### src/sv/lsik_pkg.sv
// ----------------------------------------------------------------------------
// lsik_pkg
// Shared types, codes and constants of the two-link leg solver.
// ----------------------------------------------------------------------------
package lsik_pkg;

    localparam int CORDIC_ITERATIONS = 16;
    localparam int CORDIC_STEPS      = (CORDIC_ITERATIONS < 24) ? CORDIC_ITERATIONS : 24;
    localparam int CNT_W             = 5;

    localparam logic [CNT_W-1:0] DIV_LAST    = CNT_W'(15);
    localparam logic [CNT_W-1:0] SQRT_LAST   = CNT_W'(16);
    localparam logic [CNT_W-1:0] CORDIC_LAST = CNT_W'(CORDIC_STEPS - 1);

    localparam logic [2:0] REG_UPPER_LENGTH   = 3'd0;
    localparam logic [2:0] REG_LOWER_LENGTH   = 3'd1;
    localparam logic [2:0] REG_KNEE_FLIP      = 3'd2;
    localparam logic [2:0] REG_PHASE_RATE     = 3'd3;
    localparam logic [2:0] REG_FOLD_THRESHOLD = 3'd4;

    typedef enum logic [4:0] {
        ST_IDLE, ST_PHASE, ST_STEPX, ST_STEPY, ST_FOOTY, ST_DIFF,
        ST_M0, ST_M1, ST_M2, ST_M3, ST_M4, ST_M5,
        ST_SAT, ST_DIV, ST_CFIN, ST_CC, ST_SQINIT, ST_SQ, ST_SFIN,
        ST_ALOAD, ST_ANORM, ST_AROT, ST_AITER, ST_AFIN,
        ST_P0, ST_P1, ST_P2, ST_OUT
    } state_t;

    typedef enum logic [4:0] {
        OP_NONE, OP_LOAD, OP_PHASE, OP_MUL_X, OP_FOOT_X, OP_FOOT_Y, OP_DIFF,
        OP_SQ_DX, OP_SQ_DY, OP_SQ_L1, OP_SQ_L2, OP_L1L2, OP_DEN,
        OP_SAT, OP_DIV, OP_CFIN, OP_CC, OP_SQINIT, OP_SQ, OP_SFIN,
        OP_ALOAD, OP_ANORM, OP_AROT, OP_AITER, OP_AFIN,
        OP_P0, OP_P1, OP_P2, OP_OUT
    } op_t;

    typedef enum logic [1:0] {
        SEL_KNEE, SEL_FOOT, SEL_LINK
    } sel_t;

    typedef struct packed {
        op_t              op;
        logic [CNT_W-1:0] cnt;
        sel_t             sel;
    } cmd_t;

    typedef struct packed {
        logic norm_done;
    } status_t;

    function automatic logic [23:0] atan_entry(input logic [CNT_W-1:0] idx);
        logic [23:0] v;
        case (idx)
            5'd0:    v = 24'd13176795;
            5'd1:    v = 24'd7778716;
            5'd2:    v = 24'd4110060;
            5'd3:    v = 24'd2086331;
            5'd4:    v = 24'd1047214;
            5'd5:    v = 24'd524117;
            5'd6:    v = 24'd262123;
            5'd7:    v = 24'd131069;
            5'd8:    v = 24'd65536;
            5'd9:    v = 24'd32768;
            5'd10:   v = 24'd16384;
            5'd11:   v = 24'd8192;
            5'd12:   v = 24'd4096;
            5'd13:   v = 24'd2048;
            5'd14:   v = 24'd1024;
            5'd15:   v = 24'd512;
            5'd16:   v = 24'd256;
            5'd17:   v = 24'd128;
            5'd18:   v = 24'd64;
            5'd19:   v = 24'd32;
            5'd20:   v = 24'd16;
            5'd21:   v = 24'd8;
            5'd22:   v = 24'd4;
            5'd23:   v = 24'd2;
            default: v = 24'd0;
        endcase
        return v;
    endfunction

endpackage

### src/sv/lsik_ctrl.sv
// ----------------------------------------------------------------------------
// lsik_ctrl
// Sequencer: steps the datapath through step update, divide, root and CORDIC.
// ----------------------------------------------------------------------------
module lsik_ctrl (
    input  logic               aclk,
    input  logic               aresetn,
    input  logic               s_tvalid,
    output logic               s_tready,
    output logic               m_tvalid,
    input  logic               m_tready,
    input  lsik_pkg::status_t  status,
    output lsik_pkg::cmd_t     cmd
);

    lsik_pkg::state_t              state_reg, state_next;
    logic [lsik_pkg::CNT_W-1:0]    cnt_reg, cnt_next;
    lsik_pkg::sel_t                sel_reg, sel_next;
    logic                          m_valid_reg, m_valid_next;
    logic                          out_free;

    assign out_free = !m_valid_reg || m_tready;

    always_ff @(posedge aclk) begin
        if (!aresetn) begin
            state_reg   <= lsik_pkg::ST_IDLE;
            cnt_reg     <= '0;
            sel_reg     <= lsik_pkg::SEL_KNEE;
            m_valid_reg <= 1'b0;
        end else begin
            state_reg   <= state_next;
            cnt_reg     <= cnt_next;
            sel_reg     <= sel_next;
            m_valid_reg <= m_valid_next;
        end
    end

    always_comb begin
        state_next   = state_reg;
        cnt_next     = cnt_reg;
        sel_next     = sel_reg;
        m_valid_next = m_valid_reg && !m_tready;
        unique case (state_reg)
            lsik_pkg::ST_IDLE:   if (s_tvalid) state_next = lsik_pkg::ST_PHASE;
            lsik_pkg::ST_PHASE:  state_next = lsik_pkg::ST_STEPX;
            lsik_pkg::ST_STEPX:  state_next = lsik_pkg::ST_STEPY;
            lsik_pkg::ST_STEPY:  state_next = lsik_pkg::ST_FOOTY;
            lsik_pkg::ST_FOOTY:  state_next = lsik_pkg::ST_DIFF;
            lsik_pkg::ST_DIFF:   state_next = lsik_pkg::ST_M0;
            lsik_pkg::ST_M0:     state_next = lsik_pkg::ST_M1;
            lsik_pkg::ST_M1:     state_next = lsik_pkg::ST_M2;
            lsik_pkg::ST_M2:     state_next = lsik_pkg::ST_M3;
            lsik_pkg::ST_M3:     state_next = lsik_pkg::ST_M4;
            lsik_pkg::ST_M4:     state_next = lsik_pkg::ST_M5;
            lsik_pkg::ST_M5:     state_next = lsik_pkg::ST_SAT;
            lsik_pkg::ST_SAT: begin
                state_next = lsik_pkg::ST_DIV;
                cnt_next   = '0;
            end
            lsik_pkg::ST_DIV: begin
                cnt_next = cnt_reg + 1'b1;
                if (cnt_reg == lsik_pkg::DIV_LAST) state_next = lsik_pkg::ST_CFIN;
            end
            lsik_pkg::ST_CFIN:   state_next = lsik_pkg::ST_CC;
            lsik_pkg::ST_CC:     state_next = lsik_pkg::ST_SQINIT;
            lsik_pkg::ST_SQINIT: begin
                state_next = lsik_pkg::ST_SQ;
                cnt_next   = '0;
            end
            lsik_pkg::ST_SQ: begin
                cnt_next = cnt_reg + 1'b1;
                if (cnt_reg == lsik_pkg::SQRT_LAST) state_next = lsik_pkg::ST_SFIN;
            end
            lsik_pkg::ST_SFIN: begin
                state_next = lsik_pkg::ST_ALOAD;
                sel_next   = lsik_pkg::SEL_KNEE;
            end
            lsik_pkg::ST_ALOAD:  state_next = lsik_pkg::ST_ANORM;
            lsik_pkg::ST_ANORM:  if (status.norm_done) state_next = lsik_pkg::ST_AROT;
            lsik_pkg::ST_AROT: begin
                state_next = lsik_pkg::ST_AITER;
                cnt_next   = '0;
            end
            lsik_pkg::ST_AITER: begin
                cnt_next = cnt_reg + 1'b1;
                if (cnt_reg == lsik_pkg::CORDIC_LAST) state_next = lsik_pkg::ST_AFIN;
            end
            lsik_pkg::ST_AFIN: begin
                unique case (sel_reg)
                    lsik_pkg::SEL_KNEE: state_next = lsik_pkg::ST_P0;
                    lsik_pkg::SEL_FOOT: begin
                        state_next = lsik_pkg::ST_ALOAD;
                        sel_next   = lsik_pkg::SEL_LINK;
                    end
                    default:            state_next = lsik_pkg::ST_OUT;
                endcase
            end
            lsik_pkg::ST_P0:     state_next = lsik_pkg::ST_P1;
            lsik_pkg::ST_P1:     state_next = lsik_pkg::ST_P2;
            lsik_pkg::ST_P2: begin
                state_next = lsik_pkg::ST_ALOAD;
                sel_next   = lsik_pkg::SEL_FOOT;
            end
            lsik_pkg::ST_OUT: begin
                if (out_free) begin
                    state_next   = lsik_pkg::ST_IDLE;
                    m_valid_next = 1'b1;
                end
            end
            default:             state_next = lsik_pkg::ST_IDLE;
        endcase
    end

    always_comb begin
        cmd.cnt = cnt_reg;
        cmd.sel = sel_reg;
        unique case (state_reg)
            lsik_pkg::ST_IDLE:   cmd.op = s_tvalid ? lsik_pkg::OP_LOAD : lsik_pkg::OP_NONE;
            lsik_pkg::ST_PHASE:  cmd.op = lsik_pkg::OP_PHASE;
            lsik_pkg::ST_STEPX:  cmd.op = lsik_pkg::OP_MUL_X;
            lsik_pkg::ST_STEPY:  cmd.op = lsik_pkg::OP_FOOT_X;
            lsik_pkg::ST_FOOTY:  cmd.op = lsik_pkg::OP_FOOT_Y;
            lsik_pkg::ST_DIFF:   cmd.op = lsik_pkg::OP_DIFF;
            lsik_pkg::ST_M0:     cmd.op = lsik_pkg::OP_SQ_DX;
            lsik_pkg::ST_M1:     cmd.op = lsik_pkg::OP_SQ_DY;
            lsik_pkg::ST_M2:     cmd.op = lsik_pkg::OP_SQ_L1;
            lsik_pkg::ST_M3:     cmd.op = lsik_pkg::OP_SQ_L2;
            lsik_pkg::ST_M4:     cmd.op = lsik_pkg::OP_L1L2;
            lsik_pkg::ST_M5:     cmd.op = lsik_pkg::OP_DEN;
            lsik_pkg::ST_SAT:    cmd.op = lsik_pkg::OP_SAT;
            lsik_pkg::ST_DIV:    cmd.op = lsik_pkg::OP_DIV;
            lsik_pkg::ST_CFIN:   cmd.op = lsik_pkg::OP_CFIN;
            lsik_pkg::ST_CC:     cmd.op = lsik_pkg::OP_CC;
            lsik_pkg::ST_SQINIT: cmd.op = lsik_pkg::OP_SQINIT;
            lsik_pkg::ST_SQ:     cmd.op = lsik_pkg::OP_SQ;
            lsik_pkg::ST_SFIN:   cmd.op = lsik_pkg::OP_SFIN;
            lsik_pkg::ST_ALOAD:  cmd.op = lsik_pkg::OP_ALOAD;
            lsik_pkg::ST_ANORM:  cmd.op = lsik_pkg::OP_ANORM;
            lsik_pkg::ST_AROT:   cmd.op = lsik_pkg::OP_AROT;
            lsik_pkg::ST_AITER:  cmd.op = lsik_pkg::OP_AITER;
            lsik_pkg::ST_AFIN:   cmd.op = lsik_pkg::OP_AFIN;
            lsik_pkg::ST_P0:     cmd.op = lsik_pkg::OP_P0;
            lsik_pkg::ST_P1:     cmd.op = lsik_pkg::OP_P1;
            lsik_pkg::ST_P2:     cmd.op = lsik_pkg::OP_P2;
            lsik_pkg::ST_OUT:    cmd.op = out_free ? lsik_pkg::OP_OUT : lsik_pkg::OP_NONE;
            default:             cmd.op = lsik_pkg::OP_NONE;
        endcase
    end

    assign s_tready = (state_reg == lsik_pkg::ST_IDLE);
    assign m_tvalid = m_valid_reg;

`ifndef SYNTHESIS
    a_out_shows: assert property (@(posedge aclk) disable iff (!aresetn)
        (cmd.op == lsik_pkg::OP_OUT) |=> m_tvalid)
        else $error("result load did not raise m_tvalid");
    a_no_overwrite: assert property (@(posedge aclk) disable iff (!aresetn)
        (m_tvalid && !m_tready) |-> (cmd.op != lsik_pkg::OP_OUT))
        else $error("pending result overwritten");
    a_accept_starts: assert property (@(posedge aclk) disable iff (!aresetn)
        (s_tvalid && s_tready) |=> (state_reg == lsik_pkg::ST_PHASE))
        else $error("accepted transaction did not start the sequence");
    a_div_count: assert property (@(posedge aclk) disable iff (!aresetn)
        (state_reg == lsik_pkg::ST_DIV) |-> (cnt_reg <= lsik_pkg::DIV_LAST))
        else $error("divider count out of range");
`endif

endmodule

### config.mk
export PLATFORM = sky130hd
export DESIGN_NAME = lsik_ctrl
export DESIGN_NICKNAME = d
export VERILOG_FILES = /design/src/sv/lsik_pkg.sv /design/src/sv/lsik_ctrl.sv
export SDC_FILE = /design/constraint.sdc
export NUM_CORES = 1
export LEC_CHECK = 0
export BUFFER_PORTS_ARGS = -buffer_cell sky130_fd_sc_hd__buf_2
export CORE_ASPECT_RATIO = 0.8
export CORE_MARGIN = 2
export CORE_UTILIZATION = 58
export DETAILED_ROUTE_END_ITERATION = 7
export PLACE_DENSITY = 0.88
export RECOVER_POWER = 50
export REMOVE_ABC_BUFFERS = 1
export SLEW_MARGIN = 10
export SYNTH_ARGS = -nofsm -noshare
export SYNTH_HDL_FRONTEND = slang
export SYNTH_SLANG_ARGS = --single-unit
### constraint.sdc
create_clock -name aclk -period 3.3 [get_ports aclk]
set_clock_uncertainty 0.05 [all_clocks]
set_input_delay 0.33 -clock aclk [delete_from_list [all_inputs] [get_ports aclk]]
set_output_delay 0.33 -clock aclk [all_outputs]
set_load 0.01 [all_outputs]
==> flow_summary.toml <==
[run_status]
outcome = "completed"

[global_routing]
grt_max_degree = 23
grt_pass1_wl_um = 3820
use_met3 = 0.0643
first_global_vias = 831
met2_usage = 0.441
grt_busiest_layer = "met2"
globalRoute.totalOverflow = 0
grt_usage = 0.252
gr-usage-met1 = 0.316
antenna_found_initial = 0

[cells_and_area]
multi_input_area_um2 = 677
finalInstanceArea_um2 = 1090
syn2layout_area_growth_pct = 8.17
antenna_cells = 0
n_fill_cell = 148
finalNonFillerCells = 167
nNetsFinal = 154
seq_area_um2 = 260
drive_gt1_frac = 0.124
final_util = 0.672

[sta]
relSlewSlack = 0.533
rsz0062_at_grt = "no"
tns_ps = 0
fin_crit_sh = 0.742
final_max_slew_viol_count = 0
setup_viol_count_final = 0
max_freq_mhz = 408
fin_ws_ps = 851
tightest_slew_ps = 700
holdWs_ps = 323
hold_violations = 0
final.min_clock_period_ps = 2450

[logic_synthesis]
synth_compound_area_frac = 0.271
synthFlopType = "dfxtp_1"
ys_seq_area_frac = 0.257
synth_cells = 133
yosysUniqueCellTypes = 46
synth_warnings = 0
yosys.area_share.adder = 0.0371
synthXorXnorAreaFrac = 0.0173
synth_simple_gate_area_share = 0.304
synth_edf_count = 0
synth_top_family_by_area = "simple AND/OR/NAND/NOR gates"
syn-cell-area_um2 = 1010
muxShareOfSynthArea = 0.0396
synth_seq_cells = 13
avgSynthCellArea_um2 = 7.60
async_flop_share = 0

[critical_path]
path_buf_inv = 1
path_max_fanout = 17
crit_cells = 5
critical_path.max_stage_delay_ps = 720
crit_chain = "and2_0 -> a41oi_1 -> o21ai_1 -> o21ai_0 -> buf_2"
cp.arrival_ps = 2070
critPathLaunchType = "flip-flop"
critPathTopFamily = "flip-flops"
criticalPathCategory = "flip-flop to output port"
worstRegToRegCells = 4
end_kind = "output port"
cp.required_ps = 2920
slowest_stage = "dfxtp_1"

[clocking]
post_cts_buffers = 0
cts_resized = 0
cts_max_level = 1
cts_buffers = 3
cts_root_buf = "clkbuf_4"
cts_tree = "yes"
holdBufCountCts = 0
cts_buffer_depth = 2
clock-sinks = 13
path_clk_slew_ps = 90
clkLatencyLatePin_ps = 290

[drt]
wl_per_cell_um = 14.8
num_vias = 1042
detail-route-antenna-nets = 0
drt_wl_total_um = 2460
drtPass1Iterations = 4
detail_route.drc_violations = 0
via_per_inst = 6.24
drtIter0Drc = 71

[worst_hold_path]
holdPathStages = 3
holdCritPathClass = "input pin to flip-flop"

[floorplanning]
rows = 13
core_area_um2 = 1630
dieArea_um2 = 2090
start_util = 0.622
ioPinCount = 19
die_y_um = 41.3
die_w_um = 50.7

[power]
ir_drop_mv = 0.345
power.total_mw = 0.413
p_leak_nw = 0.389
p_per_area_nw_per_um2 = 378

[placed_design]
hpwl_um = 1700
dp_cells = 163
numPortBuffers = 18
gp_congestion = 0.864
placed_area_um2 = 1080
place_ws_ps = 1280

[flow_run]
cap_violations = 0
## routing by layer
layer | vias up | routed length [µm]
li1 | 503 | -
met1 | 482 | 1150
met2 | 53 | 1110
met3 | 4 | 184
met4 | 0 | 27
met5 | - | 0
## cells by family (layout without fill, tap and decap cells)
logic type / count (synthesis) / in the layout
and+or+nand+nor: 56 / 56
AOI/OAI and AO/OA: 39 / 39
buffers and inverters: 16 / 28
DFF: 13 / 13
muxes: 4 / 4
adders and majority gates: 3 / 3
xor gates and xnor gates: 2 / 2
## report_power, final
group	leakage, nW	internal, mW	switching, mW
registers	0.105	0.164	0.0329
logic	0.269	0.0571	0.0546
clock network	0.0150	0.0470	0.0582
total	0.389	0.268	0.146
## cell usage after synthesis (2+ instances only)
cell	number	area (µm²)
mux2i_1	4	40.0
xnor2_1	2	17.5
a31oi_1	2	12.5
dfxtp_1	13	260
nand3b_1	2	15.0
nor3_1	2	10.0
a21o_1	3	22.5
nor2_1	9	33.8
clkbuf_1	3	11.3
o22ai_1	2	12.5
and2_1	2	12.5
a21oi_1	8	40.0
or3_1	2	12.5
inv_1	6	22.5
o21ai_0	8	40.0
nand2b_1	3	18.8
buf_2	5	25.0
nand4_1	2	12.5
nand3_1	8	40.0
o21ai_1	3	15.0
nor2b_1	5	31.3
nand2_1	12	45.0
ha_1	3	37.5
and3_1	2	12.5
## worst paths after layout
path | startpoint | endpoint | slack, ps
worst min-delay path | aresetn | state_reg[4] | 320
worst min register to register | cnt_reg[1] | cnt_reg[1] | 480
worst max-delay path | state_reg[0] | cmd[10] | 850
worst max register to register | state_reg[4] | cnt_reg[4] | 1350
## cell type report
cell class / count / area share
Multi-Input combinational cell: 104 / 0.619
Sequential cell: 13 / 0.238
Clock buffer: 4 / 0.0240
Inverter: 6 / 0.0206
Timing Repair Buffer: 18 / 0.0732
Tap cell: 22 / 0.0252
## worst register-to-register path, stage by stage, from the launching register on
cell and delay [ps]:
dfxtp_1 760, nor4bb_1 450, o21ai_0 300, nand3_1 210, a21oi_1 80
## layout by cell type, fill, tap and decap left out, types with 3 or more instances in the layout
cell type | Yosys | layout
nor2_1 | 9 | 9
dfxtp_1 | 13 | 13
nand2_1 | 12 | 12
o21ai_0 | 8 | 9
nor2b_1 | 5 | 5
ha_1 | 3 | 3
buf_2 | 5 | 10
mux2i_1 | 4 | 4
nand3_1 | 8 | 8
inv_1 | 6 | 6
clkbuf_4 | 0 | 3
nand2b_1 | 3 | 3
a21oi_1 | 8 | 8
a21o_1 | 3 | 3
clkbuf_1 | 3 | 9
No activity file was read; power rests on OpenSTA's default activity.
